### src/rtl/core/satl_pkg.sv
// ----------------------------------------------------------------------------
// satl_pkg
// Shared types, constants and width helpers for the set-associative tag
// lookup with tree pseudo-LRU replacement.
// ----------------------------------------------------------------------------
package satl_pkg;

   localparam int TagW         = 32;
   localparam int WayW         = 6;
   localparam int OffW         = 4;
   localparam int DEF_NUM_SETS = 64;
   localparam int DEF_NUM_WAYS = 8;

   localparam logic [TagW-1:0] TAG_RESET    = 32'hA000_0000;
   localparam logic [OffW-1:0] OFFSET_RESET = 4'd4;

   typedef enum logic [1:0] {
      ST_CLEAR,
      ST_IDLE,
      ST_INDEX,
      ST_EVAL
   } state_type;

   typedef struct packed {
      logic            hit;
      logic [WayW-1:0] way;
   } eval_result_type;

   // index width for a store of n entries, at least one bit
   function automatic int idx_width(input int n);
      return (n > 1) ? $clog2(n) : 1;
   endfunction

   function automatic int floor_log2(input int n);
      return $clog2(n + 1) - 1;
   endfunction

endpackage

### src/rtl/core/satl_way_eval.sv
// ----------------------------------------------------------------------------
// satl_way_eval
// Compares the tag against every way of the set, walks the tree for a
// victim on a miss and forms the updated row and tree bits.
// ----------------------------------------------------------------------------
module satl_way_eval #(
   parameter int NUM_WAYS = satl_pkg::DEF_NUM_WAYS
) (
   input  logic [satl_pkg::TagW-1:0]                      tag,
   input  logic [NUM_WAYS-1:0][satl_pkg::TagW:0]          row_in,
   input  logic [((NUM_WAYS > 1) ? NUM_WAYS - 1 : 1)-1:0] plru_in,
   output satl_pkg::eval_result_type                      result,
   output logic [NUM_WAYS-1:0][satl_pkg::TagW:0]          row_out,
   output logic [((NUM_WAYS > 1) ? NUM_WAYS - 1 : 1)-1:0] plru_out
);

   localparam int TagW    = satl_pkg::TagW;
   localparam int WayIdxW = satl_pkg::idx_width(NUM_WAYS);
   localparam int Levels  = satl_pkg::floor_log2(NUM_WAYS);
   localparam int LeafW   = Levels + 1;

   logic               hit;
   logic [WayIdxW-1:0] hit_way;
   logic [WayIdxW-1:0] victim;
   logic [WayIdxW-1:0] sel_way;

   always_comb begin
      hit     = 1'b0;
      hit_way = '0;
      for (int w = NUM_WAYS - 1; w >= 0; w--) begin
         if (row_in[w][TagW] && (row_in[w][TagW-1:0] == tag)) begin
            hit     = 1'b1;
            hit_way = WayIdxW'(w);
         end
      end
      sel_way = hit ? hit_way : victim;
   end

   always_comb begin
      for (int w = 0; w < NUM_WAYS; w++) begin
         row_out[w] = row_in[w];
         if (!hit && (victim == WayIdxW'(w))) begin
            row_out[w] = {1'b1, tag};
         end
      end
   end

   assign result.hit = hit;
   assign result.way = satl_pkg::WayW'(sel_way);

   if (Levels == 0) begin : g_flat
      assign victim   = '0;
      assign plru_out = plru_in;
   end else begin : g_tree
      always_comb begin : victim_walk
         logic [LeafW-1:0] node;
         logic             dir;
         node = LeafW'(1);
         for (int lvl = 0; lvl < Levels; lvl++) begin
            dir = 1'b0;
            for (int n = 1; n < (1 << Levels); n++) begin
               if (node == LeafW'(n)) begin
                  dir = plru_in[n-1];
               end
            end
            node = {node[LeafW-2:0], dir};
         end
         victim = WayIdxW'(node[Levels-1:0]);
      end

      // walking to the victim flips the same bits as pointing away from it
      always_comb begin : touch
         logic [LeafW-1:0] leaf;
         leaf     = {1'b1, sel_way[Levels-1:0]};
         plru_out = plru_in;
         for (int n = 1; n < (1 << Levels); n++) begin
            if ((leaf >> (Levels - satl_pkg::floor_log2(n))) == LeafW'(n)) begin
               plru_out[n-1] = ~leaf[Levels-satl_pkg::floor_log2(n)-1];
            end
         end
      end
   end

endmodule
### config.mk
export PLATFORM = sky130hd
export DESIGN_NAME = satl_way_eval
export DESIGN_NICKNAME = d
export VERILOG_FILES = /design/src/rtl/core/satl_pkg.sv /design/src/rtl/core/satl_way_eval.sv
export SDC_FILE = /design/constraint.sdc
export NUM_CORES = 1
export LEC_CHECK = 0
export CAP_MARGIN = 40
export CORE_AREA = 2 2 226 228
export DETAILED_ROUTE_END_ITERATION = 7
export DIE_AREA = 0 0 228 230
export DONT_BUFFER_PORTS = 1
export PLACE_DENSITY = 0.39
export SYNTH_ARGS = -nofsm -noshare
export SYNTH_HDL_FRONTEND = slang
export SYNTH_SLANG_ARGS = --single-unit
### constraint.sdc
create_clock -name vclk -period 4.66
set_input_delay 0.466 -clock vclk [all_inputs]
set_output_delay 0.466 -clock vclk [all_outputs]
set_load 0.005 [all_outputs]
[After elaboration in Yosys (flattened, before gate mapping)]
Index checks and enable logic that the tools add are counted.
Storage, ports and cells
  bits in registers: 0
  input port bits: 303
  output and inout bits: 278
Cells by class
  eq/ne operators: 21
  multiplexer cells: 36
  bitwise operators: 3
  reductions and logical operators: 20
Operators by type and width (number)
  33-bit two-way mux: 8
  32-bit == test: 8
  3-bit two-way mux: 9
  1-bit two-way mux: 19
  1-bit logical AND: 16
  3-bit == test (second input constant): 4
  2-bit == test (second input constant): 4
  3-bit by 2-bit == test with 1-bit output (second input constant): 2
  2-bit by 1-bit == test with 1-bit output (second input constant): 2
  2-bit zero test: 2
  3-bit by 1-bit == test with 1-bit output (second input constant): 1
  3-bit zero test: 1
  1-bit NOT: 3
  1-bit zero test: 1

[Logic depth before layout (Yosys ltp)]
Gate-level depths: netlist of the first run.
  word-level depth: 13
  gate-level depth with buffers: 12

[Least setup slack after synthesis of the first run]
OpenSTA, ideal clock, no wires.
  kind: input-to-output
  start point: input port tag[1] in the netlist's numbering
  end point: output port row_out[168] in the netlist's numbering
  arrival time: 2671 ps
  data required time: 4194 ps
  setup slack: 1523 ps
  stages: 11
  buffers on the path: 3
  cell sequence: buf_2 > xor2_1 > nor4_1 > nand4_1 > or4_4 > nand4_2 > nand4b_4 > buf_12 > nor3_4 > buf_6 > mux2_4
RTL lines
  from (decl): line satl_way_eval.sv:9  | input logic [satl_pkg::TagW-1:0] tag,
  to (decl): line satl_way_eval.sv:13  | output logic [NUM_WAYS-1:0][satl_pkg::TagW:0] row_out,

==> impl_metrics.ini, run 1 <==
[drt]
dr.pass1.iters = 4
wirelength_um = 54600
wire_per_inst_um = 37.4
num_vias = 7209
detail_route.vias_per_cell = 4.94
dr.first_iter.drc_count = 482
drt_drc_violations_left = 0
antenna_violating_nets_post_route = 0

[min_path]
hold_class = input pin to output port
worstHoldStart = row_in[197]
min_to = row_out[197]
hold_path_depth = 1

[layout]
layout-drive-gt1-share = 0.371
nFlopsAndLatches = 0
area.sequential_um2 = 0
num-fill-cells = 5724
most-common-layout-cells = xor2_1, mux2_4, mux2_2, nor4_1, xnor2_1
area_delta_synth_final_pct = 4.12
final_common_cell = xor2_1
final_net_count = 1089
finish.cell_count_without_fillers = 1458
clockBufferCount = 0

[sta]
period_minus_slack_ps = 3970
hold_violations = 0
setup_viol = 0
finalMaxSlewViolations = 0
worst_slew_pin_slew_ps = 781
fin_setup_tns_ps = 0
slew_headroom = 0.475
period_share = 0.853
grt_setup_unrepaired = no
max_freq_mhz = 252

[yosys]
synth_seq_area_share = 0
ys_warn_count = 0
netlist_top_cells_area = mux2_4, xor2_1, mux2_2
avgSynthCellArea_um2 = 9.30
netlist.area_leader.share = 0.271
yosysTopAreaCell = mux2_4
syn_area_mm2 = 0.00802
postSynthCellCount = 862
netlist-cell-type-count = 47

[floorplan]
initial_utilization = 0.161
die_width_um = 228
core_mm2 = 0.0499
design.portCount = 581
floorplan.die.height_um = 230
rows = 82
floorplan.die_area_mm2 = 0.0524

[worst_setup_path]
crit_required_ps = 4190
critical_path.endpoint_type = output port
crit_start = tag[2]
start_kind = input pin
crit_fanout = 33
cp.arrival_ps = 3510
critPathKind = input pin to output port

[power]
ir_drop_mv = 0.0261
total_leakage_power_nw = 2.82
power_density_mw_per_mm2 = 85.1

[placed_design]
placement.io_buffers = 0
place_hpwl_um = 42400
dpl.cell_count = 1456
place.gp.congestion = 0.863

[cts]
ctsHoldBuffers = 0
cts_post_setup_buffers_inserted = 0
post_cts.resized_instances = 0

[global_route]
first_global_vias = 7633
grt_max_degree = 34
grt_first_pass_wirelength_um = 70400
grt.overflow.total = 0
grt_usage = 0.194
grt_antenna_before_repair = 1

[status]
run_status = finished, final reports clean

[job]
cap_viol_max_count = 0
## logic make-up (layout without fill, tap and decap cells)
| kind of cell | Yosys count | count (layout) | synth area share |
|---|---|---|---|
| AO/OA/AOI/OAI | 19 | 19 | 0.0183 |
| multiplexers | 259 | 259 | 0.431 |
| other | 1 | 5 | 0.000468 |
| XOR/XNOR | 257 | 257 | 0.281 |
| AND/OR/NAND/NOR | 230 | 230 | 0.185 |
| buffers and inverters | 96 | 16 | 0.0842 |
## worst max-delay path by stage
stage	slack, ps	endpoint
3_3_place_gp	730	row_out[200]
4_1_cts	720	row_out[199]
3_5_place_dp	730	row_out[199]
6_report	690	row_out[199]
2_1_floorplan	1520	row_out[168]
5_1_grt	580	row_out[199]
## cells in the mapped netlist (2+ instances only)
master,n
xor2_1,197
mux2_4,145
mux2_2,112
nor4_1,87
xnor2_1,60
buf_2,53
nand4_1,34
buf_6,24
nand2_1,17
nor3_1,16
buf_4,14
nand3_1,14
nand4b_1,8
or4_1,7
nor2_1,6
or2_2,6
nor3_4,5
nor4b_1,5
or2_1,5
nand2b_1,4
inv_1,3
nor3_2,3
o211ai_1,3
a21oi_1,2
and3_1,2
mux2i_1,2
nor3b_1,2
o21ai_0,2
o21bai_1,2
o2bb2ai_1,2
o31ai_1,2
or3_1,2
or3b_2,2
## per-layer routing
metal	track usage	vias to the layer above	wire length [µm]
li1	-	2986	-
met1	0.249	3675	23200
met2	0.328	494	25600
met3	0.0506	54	4580
met4	0.0394	0	1130
met5	0	-	0
## per-stage QoR
step	hold slack [ps]	cell area, µm²	worst slack, ps	power, W	utilization
after floorplan	1020	8030	1520	0.000667	-
after global placement	1030	8350	732	0.000706	0.167
final	1020	8350	686	0.000711	0.167
after detailed placement	1020	8350	728	0.000706	0.167
after CTS	1020	8350	720	0.000711	0.167
after global routing	1030	8350	579	0.000760	0.167
## report_power, final
group / internal, W / switching [W] / total (W)
clock network: 0.0000000000610 / 0 / 0.0000000000610
registers: 0 / 0 / 0
logic: 0.000362 / 0.000349 / 0.000711
## layout make-up
type | instances | area (µm²) | area share
diodes | 2 | 5.00 | 0.000599
inverters | 3 | 11.3 | 0.00135
multi-input cells | 768 | 7370 | 0.883
well taps | 672 | 841 | 0.101
repair buffers | 13 | 123 | 0.0147
## critical path: stages
cell	delay, ps
xor2_1	480
nor4_1	140
nand4_1	130
or4_1	160
o31a_1	330
nand4b_4	300
buf_4	300
nor3_4	200
buf_4	540
mux2_2	430
(Power assumes the default switching activity.)
==> run 2: changes to the inputs <==
clock period = 4.3 ns   (was 4.66 ns; I/O delays follow)
==> impl_metrics.ini, run 2 (synthesis gave the netlist of run 1 again) <==
[layout]
layout-drive-gt1-share = 0.370
area.sequential_um2 = 0
nFlopsAndLatches = 0
final_common_cell = xor2_1
final_net_count = 1088
layout.cell_area.non_filler_mm2 = 0.00834
clockBufferCount = 0
most-common-layout-cells = xor2_1, mux2_4, mux2_2, nor4_1, xnor2_1
area_delta_synth_final_pct = 3.99

[drt]
drt_drc_violations_left = 0
dr.first_iter.drc_count = 576
antenna_violating_nets_post_route = 0
detail_route.vias_per_cell = 5.00
wire_per_inst_um = 37.5
dr.pass1.iters = 5
num_vias = 7284
wirelength_um = 54600

[power]
ir_drop_mv = 0.0323
power_density_mw_per_mm2 = 91.4
total_leakage_power_nw = 2.82

[cts]
ctsHoldBuffers = 0
post_cts.resized_instances = 0
cts_post_setup_buffers_inserted = 0

[worst_setup_path]
critPathKind = input pin to output port
crit_fanout = 33
cp.arrival_ps = 3360
critical_path.endpoint_type = output port
crit_required_ps = 3870
critPathCapture = row_out[233]
crit_start = tag[18]
start_kind = input pin

[global_route]
first_global_vias = 7611
grt_first_pass_wirelength_um = 70300
fraction_of_met3_tracks_used_by_global_routing = 0.0497
globalRouteMet2Util = 0.324
grt_antenna_before_repair = 2
grt_max_degree = 34
gr-max-usage-layer = met2
grt_usage = 0.194
grtUsageMet1 = 0.249
grt.overflow.total = 0

[job]
cap_viol_max_count = 0

[placed_design]
place_hpwl_um = 42000
placement.io_buffers = 0
place.gp.congestion = 0.859
dpl_cell_area_mm2 = 0.00834

[sta]
fin_setup_tns_ps = 0
grt_setup_unrepaired = no
hold_violations = 0
setup_viol = 0
period_share = 0.881
period_minus_slack_ps = 3790
slew_headroom = 0.502
max_freq_mhz = 264
finalMaxSlewViolations = 0
worst_slew_pin_slew_ps = 747

[floorplan]
core_mm2 = 0.0499
die_width_um = 228
initial_utilization = 0.161
floorplan.die.height_um = 230
floorplan.die_area_mm2 = 0.0524
rows = 82
design.portCount = 581

[min_path]
hold_class = input pin to output port
worstHoldStart = row_in[164]

[status]
run_status = finished, final reports clean
run 2: cell count changes in the layout (fill, tap and decap cells not counted), sizes merged:
cell,delta
buf,-1
diode,-1
run 2: layout make-up:
type / count / area, µm²
antenna: 1 / 2.50
fill: 5717 / 41500
inverter: 3 / 11.3
multi-input combinational: 768 / 7370
tap: 672 / 841
timing repair buffer: 12 / 115
run 2: report_power, final:
group                total [W]  switching, W     internal [W]
Combinational         0.000763      0.000370         0.000392
Sequential                   0             0                0
Clock          0.0000000000324             0  0.0000000000324
run 2: through the flow:
stage / cells / util / hold slack, ps / setup WS (ps) / power [W]
2_1_floorplan: 864 / - / 947 / 1230 / 0.000723
3_3_place_gp: 1455 / 0.167 / 954 / 550 / 0.000758
3_5_place_dp: 1455 / 0.167 / 952 / 521 / 0.000756
4_1_cts: 1455 / 0.167 / 952 / 509 / 0.000761
5_1_grt: 1455 / 0.167 / 953 / 350 / 0.000815
6_report: 1456 / 0.167 / 951 / 511 / 0.000763
run 2: worst max-delay path: stages:
cell	delay, ps
xor2_1	360
nor4_1	110
nand3_1	170
or4_1	180
o31a_1	320
nand4b_4	410
nor3_4	340
buf_4	560
mux2_2	440
run 2: metal layers:
metal | wire length, µm | up-vias
met3 | 5110 | 62
li1 | - | 2981
met5 | 0 | -
met4 | 1540 | 0
met1 | 22700 | 3693
met2 | 25300 | 548
run 2: worst min-delay path by stage:
stage                   end  slack (ps)  depth (start not counted)
3_5_place_dp   row_out[164]         950                          1
4_1_cts        row_out[164]         950                          1
3_3_place_gp    row_out[98]         950                          1
6_report       row_out[164]         950                          1
2_1_floorplan  row_out[197]         950                          1
5_1_grt        row_out[164]         950                          1
==> run 3: changes to the inputs <==
GPL_TIMING_DRIVEN = 0   (was default)
==> impl_metrics.ini, run 3 (synthesis gave the netlist of run 1 again) <==
[status]
run_status = finished, final reports clean

[floorplan]
floorplan.die_area_mm2 = 0.0524
initial_utilization = 0.161
design.portCount = 581
core_mm2 = 0.0499
floorplan.die.height_um = 230
rows = 82
die_width_um = 228

[global_route]
grt_first_pass_wirelength_um = 87500
grt.overflow.total = 0
grt_usage = 0.253
first_global_vias = 8215
grt_max_degree = 17
grt_antenna_before_repair = 6

[drt]
drt_drc_violations_left = 0
dr.pass1.iters = 5
detail_route.vias_per_cell = 5.21
dr.first_iter.drc_count = 766
wirelength_um = 69500
antenna_violating_nets_post_route = 0
num_vias = 8011
wire_per_inst_um = 45.2

[min_path]
hold_path_depth = 1
hold_class = input pin to output port

[sta]
worst_slew_pin_slew_ps = 856
period_share = 0.993
finalMaxSlewViolations = 0
setup_viol = 0
slew_headroom = 0.425
grt_setup_unrepaired = no
hold_violations = 0
period_minus_slack_ps = 4270
max_freq_mhz = 234

[layout]
fin_util = 0.180
clockBufferCount = 0
final_net_count = 1170
num-fill-cells = 5742
multi_input_gate_area_mm2 = 0.00738
layout-drive-gt1-share = 0.431
area.sequential_um2 = 0
most-common-layout-cells = xor2_1, mux2_4, mux2_2, nor4_1, xnor2_1
final_common_cell = xor2_1
nFlopsAndLatches = 0
area_delta_synth_final_pct = 12.0

[worst_setup_path]
start_kind = input pin
crit_required_ps = 3870
critPathKind = input pin to output port
critical_path.endpoint_type = output port
crit_fanout = 10
cp.arrival_ps = 3840

[job]
cap_viol_max_count = 0

[placed_design]
place_hpwl_um = 55900
place.gp.congestion = 0.806
placement.io_buffers = 0
==> run 3: worst paths after layout <==
path              slack [ps]            to   startpoint
hold / removal           950  row_out[197]  row_in[197]
setup / recovery          30  row_out[115]      tag[19]
==> run 3: what timing repair did <==
action,in CTS,in global routing
setup endpoints to repair,264,138
gates cloned,0,0
pin swaps,2,0
hold buffers,0,0
resized for setup,18,7
buffers inserted,3,0
==> run 3: area by class of cell <==
type	count	area share
plain buffers	88	0.0776
well taps	672	0.0936
repair buffers	6	0.00557
multi-input cells	768	0.821
diodes	2	0.000557
inverters	3	0.00125
==> run 3: metal layers <==
layer / wire (µm) / GRT usage / part of all wire / vias up
met5: 0 / 0 / 0 / -
met4: 2070 / 0.0682 / 0.030 / 0
met3: 5430 / 0.0575 / 0.078 / 63
met2: 31900 / 0.419 / 0.46 / 611
met1: 30100 / 0.329 / 0.43 / 4169
li1: - / - / - / 3168
==> run 3: worst max-delay path, cell delays in order <==
cell	delay [ps]
buf_2	500
buf_4	460
xor2_1	240
nor4_1	80
nand4_1	120
o31a_1	360
nand4b_4	230
nor3_4	580
buf_2	420
mux2_2	390
==> run 3: per-stage QoR <==
| step | instance area [µm²] | hold slack [ps] | TNS, ps | worst slack (ps) | std cells |
|---|---|---|---|---|---|
| floorplan | 8030 | 947 | 0 | 1230 | 864 |
| global route | 8980 | 954 | 0 | 0.530 | 1537 |
| CTS | 8970 | 952 | 0 | 15.9 | 1540 |
| global placement | 8870 | 954 | -114000 | -1030 | 1536 |
| detailed placement | 8880 | 952 | -75210 | -428 | 1539 |
| finish | 8980 | 951 | 0 | 28.6 | 1539 |
