$ cat config.mk
export PLATFORM = sky130hd
export DESIGN_NAME = satl_set_index
export DESIGN_NICKNAME = d
export VERILOG_FILES = /design/src/rtl/core/satl_pkg.sv /design/src/rtl/core/satl_set_index.sv
export SDC_FILE = /design/constraint.sdc
export NUM_CORES = 1
export LEC_CHECK = 0
export BUFFER_PORTS_ARGS = -buffer_cell sky130_fd_sc_hd__buf_4
export CAP_MARGIN = 20
export CORE_ASPECT_RATIO = 1.25
export CORE_MARGIN = 5
export CORE_UTILIZATION = 29
export DETAILED_ROUTE_END_ITERATION = 12
export PLACE_DENSITY = 0.53
export SYNTH_ARGS = -nofsm -noshare
export SYNTH_HDL_FRONTEND = slang
export SYNTH_SLANG_ARGS = --single-unit
export TNS_END_PERCENT = 50
$ cat constraint.sdc
create_clock -name clock -period 1.9 [get_ports clock]
set_input_delay 0.285 -clock clock [delete_from_list [all_inputs] [get_ports clock]]
set_output_delay 0.285 -clock clock [all_outputs]
set_load 0.005 [all_outputs]
$ cat src/rtl/core/satl_pkg.sv
// ----------------------------------------------------------------------------
// satl_pkg
// Shared types, constants and width helpers for the set-associative tag
// lookup with tree pseudo-LRU replacement.
// ----------------------------------------------------------------------------
package satl_pkg;

   localparam int TagW         = 32;
   localparam int WayW         = 6;
   localparam int OffW         = 4;
   localparam int DEF_NUM_SETS = 64;
   localparam int DEF_NUM_WAYS = 8;

   localparam logic [TagW-1:0] TAG_RESET    = 32'hA000_0000;
   localparam logic [OffW-1:0] OFFSET_RESET = 4'd4;

   typedef enum logic [1:0] {
      ST_CLEAR,
      ST_IDLE,
      ST_INDEX,
      ST_EVAL
   } state_type;

   typedef struct packed {
      logic            hit;
      logic [WayW-1:0] way;
   } eval_result_type;

   // index width for a store of n entries, at least one bit
   function automatic int idx_width(input int n);
      return (n > 1) ? $clog2(n) : 1;
   endfunction

   function automatic int floor_log2(input int n);
      return $clog2(n + 1) - 1;
   endfunction

endpackage

$ cat src/rtl/core/satl_set_index.sv
// ----------------------------------------------------------------------------
// satl_set_index
// Forms the tag from the byte address and reduces it to a set number, by a
// mask for a power-of-two set count or a multiply by the reciprocal otherwise.
// ----------------------------------------------------------------------------
module satl_set_index #(
   parameter int NUM_SETS = satl_pkg::DEF_NUM_SETS
) (
   input  logic                                     clock,
   input  logic                                     reset,
   input  logic                                     load,
   input  logic [satl_pkg::TagW-1:0]                address,
   input  logic [satl_pkg::OffW-1:0]                offset,
   output logic [satl_pkg::TagW-1:0]                tag,
   output logic [satl_pkg::idx_width(NUM_SETS)-1:0] set_index,
   output logic                                     done
);

   localparam int SetW  = satl_pkg::idx_width(NUM_SETS);
   localparam int ProdW = satl_pkg::TagW + 33;

   logic [satl_pkg::TagW-1:0] tag_ff;
   logic                      done_ff;

   always_ff @(posedge clock) begin
      if (load) begin
         tag_ff <= address >> offset;
      end
   end

   assign tag  = tag_ff;
   assign done = done_ff;

   if (NUM_SETS == 1) begin : g_single
      always_ff @(posedge clock) begin
         if (reset) begin
            done_ff <= 1'b0;
         end else begin
            done_ff <= load;
         end
      end

      assign set_index = '0;
   end else if ((1 << SetW) == NUM_SETS) begin : g_mask
      always_ff @(posedge clock) begin
         if (reset) begin
            done_ff <= 1'b0;
         end else begin
            done_ff <= load;
         end
      end

      assign set_index = tag_ff[SetW-1:0];
   end else begin : g_recip
      localparam logic [ProdW-1:0] Scale   = ProdW'(1) << (satl_pkg::TagW + SetW);
      localparam logic [ProdW-1:0] Recip   =
         (Scale + ProdW'(NUM_SETS) - ProdW'(1)) / ProdW'(NUM_SETS);
      localparam logic [SetW-1:0]  SetsLow = SetW'(NUM_SETS);

      logic [ProdW-1:0] product;
      logic [SetW-1:0]  quot_in;
      logic [SetW-1:0]  quot_ff;
      logic [SetW-1:0]  rem_in;
      logic [SetW-1:0]  rem_ff;
      logic             mul_ff;
      logic             sub_ff;

      // rounded-up reciprocal gives the exact quotient for any 32-bit tag
      assign product = ProdW'(tag_ff) * Recip;
      assign quot_in = product[satl_pkg::TagW+SetW +: SetW];
      // remainder is below the set count, so its low bits are enough
      assign rem_in  = tag_ff[SetW-1:0] - quot_ff * SetsLow;

      always_ff @(posedge clock) begin
         if (reset) begin
            mul_ff  <= 1'b0;
            sub_ff  <= 1'b0;
            done_ff <= 1'b0;
         end else begin
            mul_ff  <= load;
            sub_ff  <= mul_ff;
            done_ff <= sub_ff;
         end
      end

      always_ff @(posedge clock) begin
         if (mul_ff) begin
            quot_ff <= quot_in;
         end
         if (sub_ff) begin
            rem_ff <= rem_in;
         end
      end

      assign set_index = rem_ff;
   end

endmodule

* After elaboration in Yosys (flattened, before gate mapping)
Cells that the tools add are included.
W data, S select, Z words.
** Cells by class
- Add/sub/neg operators :: 0
- $mul :: 0
- Div/mod/pow operators :: 0
- $lt $le $gt $ge :: 0
- Eq/ne operators :: 0
- Shifts and indexed selects :: 1
- Muxes and demuxes :: 0
- Bitwise gates (word level) :: 0
- Reductions and logical operators :: 0
** Operators by type and width (count)
- $shr A32 B4 Y32 :: 1
** Storage, ports and cells
- Flip-flop bits (word level) :: 33
- Latch bits :: 0
- Bits in writable memories :: 0
- Memory bits (read-only) :: 0
- Output and inout bits :: 39
- Word-level logic and storage cells :: 3
- Memories :: 0

* Logic depth before layout (Yosys ltp)
Gate-level depths: netlist of the first run.
- Depth in word-level cells :: 1
- Gate-level depth with buffers :: 6
- Gate-level depth less buffers :: 3

* Worst setup path after synthesis of the first run
OpenSTA, ideal clock, no wires.
- Kind :: input to register
- From :: in offset[1] (netlist bit)
- To :: reg tag_ff (netlist bit tag[0]), data pin
- Setup time :: 0.272 ns
- Data arrival time :: 1.470 ns
- Data required time :: 1.628 ns
- Path slack :: 0.158 ns
- Stages :: 4
- Path through :: buf_6 > buf_12 > mux4_2 > mux4_2
** On the way
- Cells in the longest elaborated chain, start to end :: 1
** Ends and longest elaborated chain
- start, declared :: RTL line satl_set_index.sv:13 : input logic [satl_pkg::OffW-1:0] offset,
- $shr A32 B4 Y32 :: RTL line satl_set_index.sv:27 : tag_ff <= address >> offset;
- end signal, assigned :: RTL line satl_set_index.sv:27
- end, declared :: RTL line satl_set_index.sv:22 : logic [satl_pkg::TagW-1:0] tag_ff;
No other way between the ends.
A chain may end at the register's enable or synchronous reset.

* Final worst setup path of the first run
- From :: in offset[1] (netlist bit)
- To :: reg tag_ff (netlist bit tag[24]), data pin
Same word-level chain as after synthesis.

==> reports/results.tsv, run 1 <==
stage	metric	value	unit
outcome	status	finished, final reports clean	
timing	final.setup.worst_slack	0.305	ns
drt	drt_iter0_drc	88	
clocking	cts_setup_buffers	0	
timing	final.setup.tns	0	ns
global_route	grt_pass1_wl	10600	um
critical_path	worstSetupPathType	in2reg	
power	power_density	616	nW/um^2
drt	drt-total-wl	6610	um
placement	place_ws	0.00526	ns
clocking	ctsResizeCount	0	
drt	drc	0	
final_layout	final_cell_mix	96 x buf_4, 37 x mux2i_1, 32 x edfxtp_1, 23 x mux4_2, 8 x mux4_1	
drt	drt-pass1-iter-count	4	
power	finalPower	0.00210	W
synthesis	syn_inst	175	
final_layout	n_antenna_cell	0	
synthesis	seq_area_frac_synth	0.385	
floorplan	die_h	115	um
global_route	grt_pass1_vias	1937	
timing	fin_hold_ws	0.146	ns
placement	portBuffers	77	
floorplan	io_pins	78	
critical_path	critPathRequiredTime	1.95	ns
power	power.leakage	1.42	nW
drt	via_count	1857	
floorplan	coreArea	8650	um^2
timing	timing_max_transition_violations_final	0	
clocking	cts_max_level	2	
timing	rsz0062_at_grt	no	
synthesis	synth_cell_types	35	
final_layout	nNetsFinal	297	
critical_path	path_max_fanout	11	
placement	dp_hpwl	5450	um
timing	timing.fmax	627	MHz
global_route	grt_max_degree	34	
final_layout	final_common_cell	buf_4	
synthesis	synth_area	2550	um^2
global_route	overflow	0	
floorplan	die-area	10800	um^2
synthesis	synth_top_area_share	0.377	
synthesis	synth_area_per_cell	14.6	um^2
power	max-vdd-ir-drop	0.187	mV
timing	finalHoldViolations	0	
placement	place_congestion	0.845	
critical_path	critPathLaunchType	input pin	
global_route	grt_usage	0.126	
synthesis	synth_nets	214	
final_layout	fin_util	0.393	
critical_path	arrival	1.64	ns
clocking	clkSlewWorstSetupHoldPaths	0.07	ns
timing	period_needed	1.60	ns
timing	finalCritPeriodShare	0.840	
synthesis	yosysTopAreaCell	edfxtp_1	
floorplan	std_cell_rows	38	
clocking	cts_root_buf	clkbuf_8	
hold_path	hp-class	in2reg	
clocking	cts_buffer_depth	2	
clocking	cts_tree	yes	
drt	post_drt_wl_per_cell	17.4	um
synthesis	ys_ff_latch	33	
global_route	antenna_found_initial	0	
clocking	hold_buffers	0	
timing	setup_violations	0	
synthesis	yosys_warnings	0	
final_layout	area_growth	33.3	%
clocking	numCtsBuffers	5	
synthesis	synth_area_leaders	edfxtp_1 38%, mux4_2 20%, mux2i_1 15%, mux4_1 8.2%, buf_4 2.1%	
timing	worst_pin_slew	0.418	ns
job	max-cap-violations	0	
timing	slew_headroom	0.721	
final_layout	layout-drive-gt1-share	0.510	
floorplan	die_w	93.9	um
critical_path	cp-end-kind	register	
floorplan	start_util	0.295	
clocking	cts.sinks	33	
drt	viasPerCell	4.90	
drt	ant_nets	0	
-- flip-flops by register name, indices dropped and copies added (netlist names) --
name / cells
tag: 32
done: 1
-- area by class of cell --
cell class / instances / area [um^2]
inverter: 4 / 15.0
multi-input combinational: 116 / 1410
sequential: 33 / 981
fill: 869 / 5250
clock inverter: 3 / 12.5
tap: 120 / 150
clock buffer: 5 / 68.8
timing repair buffer: 98 / 761
-- path summary, 6_finish.rpt --
check                     start       to  depth (start not counted)
worst max-delay path  offset[1]  tag[24]                          5
worst min-delay path      reset     done                          2
-- per-layer routing --
metal | vias to the layer above | wire length (um) | track usage
li1 | 884 | - | -
met4 | 0 | 116 | 0.0491
met2 | 61 | 3320 | 0.207
met5 | - | 0 | 0
met3 | 10 | 368 | 0.0209
met1 | 902 | 2800 | 0.166
-- report_power, final --
part | total (W) | internal [W] | leakage, nW | switching (W)
Sequential | 0.000928 | 0.000902 | 0.319 | 0.0000262
Clock | 0.000488 | 0.000246 | 0.0430 | 0.000242
Combinational | 0.000680 | 0.000386 | 1.06 | 0.000294
-- through the flow --
step / instance area (um^2) / instances
finish: 3400 / 379
detailed placement: 3320 / 371
global route: 3400 / 379
global placement: 3320 / 371
floorplan: 2550 / 175
CTS: 3400 / 379
-- logic make-up (layout without fill, tap and decap cells) --
| kind of cell | Yosys count | after routing | share of synthesized area |
|---|---|---|---|
| AO/OA/AOI/OAI | 17 | 17 | 0.0461 |
| flip-flops | 33 | 33 | 0.385 |
| buffers and inverters | 26 | 110 | 0.0618 |
| AND/OR/NAND/NOR | 25 | 25 | 0.0486 |
| multiplexers | 74 | 74 | 0.459 |
-- critical path: stages --
cell and delay (ns):
buf_4 0.19, buf_4 0.19, mux2_2 0.35, mux4_2 0.46
and2_1 0.16
-- synthesized netlist by cell type --
library cell   n
buf_12         1
nor3b_1        1
a22oi_1        3
dfxtp_1        1
inv_1          3
a211oi_1       3
mux2_4         1
nor2_1         7
o21ai_0        3
and3_1         1
a31oi_1        1
and2_1         1
mux4_2        23
mux2_2         4
o221ai_1       1
edfxtp_1      32
mux2i_1       37
nor4_1         1
buf_6          1
nand3_1        3
mux2_1         1
nand3b_1       1
and3b_1        1
mux4_1         8
nor3_1         1
buf_1          2
a21oi_1        3
nand2_1        6
buf_2          8
o32ai_1        2
nor2b_1        2
clkbuf_1       3
clkinv_1       1
o211a_1        1
buf_4          7
(Power assumes the default switching activity.)
==> inputs of run 2 (changes only) <==
PLACE_DENSITY = 0.55   (was 0.53)
clock period = 1.3 ns   (was 1.9 ns; I/O delays follow)
==> reports/results.tsv, run 2 (synthesized netlist as in run 1, its figures left out) <==
stage	metric	value	unit
global_route	overflow	0	
drt	ant_nets	0	
timing	finalCritPeriodShare	1.03	
drt	viasPerCell	4.88	
global_route	grt_pass1_vias	2223	
global_route	grt_max_degree	34	
timing	period_needed	1.34	ns
critical_path	path_max_fanout	7	
outcome	status	complete, but fails checks	
final_layout	fin_util	0.441	
timing	setup_violations	2	
clocking	numCtsBuffers	5	
critical_path	worstSetupPathType	in2reg	
timing	finalHoldViolations	0	
clocking	hold_buffers	0	
drt	via_count	2032	
critical_path	cp-end-kind	register	
timing	worst_pin_slew	0.408	ns
drt	drc	0	
floorplan	die_w	93.9	um
global_route	grt_usage	0.135	
critical_path	arrival	1.36	ns
power	power_density	885	nW/um^2
power	max-vdd-ir-drop	0.369	mV
clocking	cts_buffer_depth	2	
clocking	cts.sinks	33	
critical_path	critPathLaunchType	input pin	
floorplan	die_h	115	um
floorplan	coreArea	8650	um^2
clocking	cts_max_level	2	
final_layout	final_common_cell	buf_4	
final_layout	nNetsFinal	334	
outcome	failed_checks	negative setup slack	
hold_path	hp-class	in2reg	
timing	rsz0062_at_grt	yes	
placement	place_congestion	0.833	
floorplan	start_util	0.295	
final_layout	layout-drive-gt1-share	0.662	
floorplan	std_cell_rows	38	
power	finalPower	0.00338	W
timing	timing.fmax	749	MHz
job	max-cap-violations	0	
timing	final.setup.worst_slack	-0.0351	ns
final_layout	largest_register_ffs	32	
final_layout	final_cell_mix	124 x buf_4, 32 x edfxtp_1, 30 x mux4_2, 21 x mux2i_1, 16 x mux2i_2	
clocking	clkSlewWorstSetupHoldPaths	0.07	ns
power	power.leakage	1.60	nW
placement	dp_hpwl	5730	um
final_layout	area_growth	49.7	%
timing	final.setup.tns	-0.0538	ns
placement	portBuffers	77	
floorplan	io_pins	78	
global_route	grt_pass1_wl	11500	um
timing	slew_headroom	0.728	
floorplan	die-area	10800	um^2
drt	drt-pass1-iter-count	4	
clocking	cts_tree	yes	
critical_path	critPathRequiredTime	1.33	ns
timing	timing_max_transition_violations_final	0	
final_layout	n_antenna_cell	0	
drt	drt_iter0_drc	144	
global_route	antenna_found_initial	0	
drt	post_drt_wl_per_cell	17.0	um
drt	drt-total-wl	7080	um
clocking	cts_root_buf	clkbuf_8	
[run 2: changes by cell type in the layout (fill, tap and decap cells not counted), sizes merged]
cell | previous run | this run
clkbuf | 5 | 7
clkinv | 4 | 2
buf | 98 | 135
[run 2: report_power, final]
part,internal [W],switching (W)
Combinational,0.000700,0.000476
Clock,0.000478,0.000365
Sequential,0.00132,0.0000405
[run 2: critical path: stages]
cell    delay, ns
buf_12       0.11
buf_6        0.10
mux4_2       0.50
mux4_2       0.45
[run 2: stage by stage]
step	hold slack (ns)	instances	area (um^2)	setup slack, ns
6_report	0.0585	416	3820	-0.0351
3_3_place_gp	0.350	405	3570	-0.533
4_1_cts	0.0468	416	3740	-0.0182
3_5_place_dp	0.353	405	3570	-0.558
2_1_floorplan	0.267	175	2560	-0.324
5_1_grt	0.0690	416	3820	-0.0587
[run 2: area by class of cell]
type / instances / area (um^2)
Fill cell: 845 / 4840
Multi-Input combinational cell: 116 / 1460
Timing Repair Buffer: 135 / 1110
Sequential cell: 33 / 981
Tap cell: 120 / 150
Clock buffer: 7 / 96.3
Inverter: 4 / 15.0
Clock inverter: 1 / 5.00
[run 2: path summary, 6_finish.rpt]
kind  startpoint     end  slack (ns)  cells after the start
min        reset    done        0.06                      2
max    offset[1]  tag[0]       -0.04                      4
[run 2: what timing repair did]
| item | 4_1_cts | 5_1_grt |
|---|---|---|
| cloned | 1 | 0 |
| buffers inserted | 3 | 0 |
| resized for setup | 22 | 21 |
| pin swaps | 1 | 0 |
| endpoints found under the setup margin | 25 | 23 |
[run 2: layer usage]
layer	share of wire	global-route usage
met1	0.41	0.170
met2	0.52	0.236
met3	0.051	0.0190
met4	0.017	0.0491
met5	0	0
==> inputs of run 3 (changes only) <==
CAP_MARGIN = 15   (was 20)
TNS_END_PERCENT = default   (was 50)
==> reports/results.tsv, run 3 (synthesized netlist as in run 1, its figures left out) <==
stage	metric	value	unit
hold_path	min_to	done	
global_route	grt_max_degree	34	
global_route	grt_pass1_wl	11000	um
hold_path	hp-class	in2reg	
hold_path	hp-start	reset	
drt	post_drt_wl_per_cell	17.0	um
global_route	overflow	0	
power	swShare	0.270	
timing	final.setup.worst_slack	-0.0193	ns
drt	viasPerCell	4.87	
power	power_density	863	nW/um^2
critical_path	crit_path_cell_trace	buf_16 > mux4_2 > mux4_2	
power	clkPwrFrac	0.226	
drt	drc	0	
critical_path	startpoint	offset[1]	
timing	finalHoldViolations	0	
critical_path	crit_top_cell	mux4_2	
clocking	cts.sinks	33	
final_layout	final_common_cell	buf_4	
drt	drt-total-wl	6980	um
timing	rsz0062_at_grt	yes	
final_layout	n_antenna_cell	0	
final_layout	finalNonFillerCells	411	
timing	finalCritPeriodShare	1.01	
hold_path	hold-path-cell-count	2	
timing	period_needed	1.32	ns
timing	timing.fmax	758	MHz
timing	worst_pin_slew	0.419	ns
critical_path	cp-end-kind	register	
floorplan	start_util	0.295	
final_layout	layout-drive-gt1-share	0.646	
placement	dp_cells	396	
timing	slew_headroom	0.721	
global_route	antenna_found_initial	0	
job	max-cap-violations	0	
floorplan	io_pins	78	
clocking	hold_buffers	0	
power	max-vdd-ir-drop	0.338	mV
floorplan	die_h	115	um
placement	portBuffers	77	
critical_path	critPathRequiredTime	1.32	ns
critical_path	critical_path.top_delay_family	multiplexers	
floorplan	die_w	93.9	um
critical_path	path_max_fanout	8	
placement	place_congestion	0.864	
critical_path	cpMaxStageDelayCell	mux4_2	
final_layout	largest_register_ffs	32	
final_layout	final_cell_mix	122 x buf_4, 32 x edfxtp_1, 30 x mux4_2, 23 x mux2i_1, 14 x mux2i_2	
drt	ant_nets	0	
power	power.leakage	1.57	nW
power	pwr-share-seq	0.419	
outcome	failed_checks	negative setup slack	
clocking	clkSlewWorstSetupHoldPaths	0.07	ns
clocking	cts_max_level	2	
power	power.internal	0.00237	W
critical_path	arrival	1.34	ns
global_route	grt_pass1_vias	2123	
floorplan	die-area	10800	um^2
drt	drt-pass1-iter-count	4	
drt	via_count	2000	
critical_path	critPathLaunchType	input pin	
floorplan	coreArea	8650	um^2
clocking	cts_tree	yes	
power	switchingPower	0.000875	W
critical_path	max_stage_delay	0.56	ns
final_layout	nNetsFinal	329	
global_route	grt_usage	0.129	
drt	drt_iter0_drc	94	
timing	setup_violations	2	
timing	timing_max_transition_violations_final	0	
clocking	cts_root_buf	clkbuf_8	
critical_path	cp_num_buf_inv	1	
clocking	cts_buffer_depth	2	
critical_path	worstSetupPathType	in2reg	
floorplan	std_cell_rows	38	
outcome	status	complete, but fails checks	
placement	dp_hpwl	5690	um
final_layout	area_growth	47.2	%
final_layout	fillers	825	
power	comb_power_share	0.355	
final_layout	fin_util	0.434	
clocking	numCtsBuffers	5	
[run 3: what timing repair did]
item                       CTS  global route
pin swaps                    1             0
gates cloned                 1             1
gates resized for setup     29            13
setup endpoints to repair   26            20
setup buffers                3             3
[run 3: power groups by stage]
stage / Sequential [W] / Combinational [W] / Clock, W
after global routing: 0.00137 / 0.00124 / 0.000794
after detailed placement: 0.00138 / 0.00105 / 0
after CTS: 0.00136 / 0.00111 / 0.000756
final: 0.00136 / 0.00115 / 0.000734
after global placement: 0.00138 / 0.00104 / 0
after floorplan: 0.00139 / 0.000516 / 0
[run 3: worst max path at each step]
| stage | cells past startpoint | slack [ns] | to |
|---|---|---|---|
| after floorplan | 4 | -0.32 | tag[0] |
| after global placement | 5 | -0.59 | tag[11] |
| after detailed placement | 5 | -0.60 | tag[4] |
| after CTS | 5 | -0.008 | tag[24] |
| after global routing | 5 | -0.05 | tag[13] |
| final | 3 | -0.02 | tag[17] |
[run 3: routing by layer]
metal	vias to the layer above	share of wire	track usage
li1	947	-	-
met1	978	0.43	0.165
met2	65	0.51	0.225
met3	10	0.047	0.0190
met4	0	0.019	0.0414
met5	-	0	0
[run 3: area by class of cell]
cell class | count | area, um^2 | share of cell area
Tap cell | 120 | 150 | 0.0400
Timing Repair Buffer | 130 | 1070 | 0.286
Inverter | 4 | 15.0 | 0.00400
Multi-Input combinational cell | 116 | 1450 | 0.386
Clock inverter | 3 | 17.5 | 0.00467
Clock buffer | 5 | 68.8 | 0.0183
Sequential cell | 33 | 981 | 0.261
[run 3: metrics by stage]
step	hold slack [ns]	total power, W	setup TNS, ns	instance area, um^2	setup WS [ns]
after global placement	0.351	0.00242	-13.71	3480	-0.594
after global routing	0.0594	0.00341	-0.425	3750	-0.0523
after CTS	0.0570	0.00323	-0.0101	3660	-0.00845
after floorplan	0.267	0.00191	-5.74	2570	-0.324
after detailed placement	0.353	0.00244	-13.92	3480	-0.596
final	0.0654	0.00324	-0.0358	3750	-0.0193
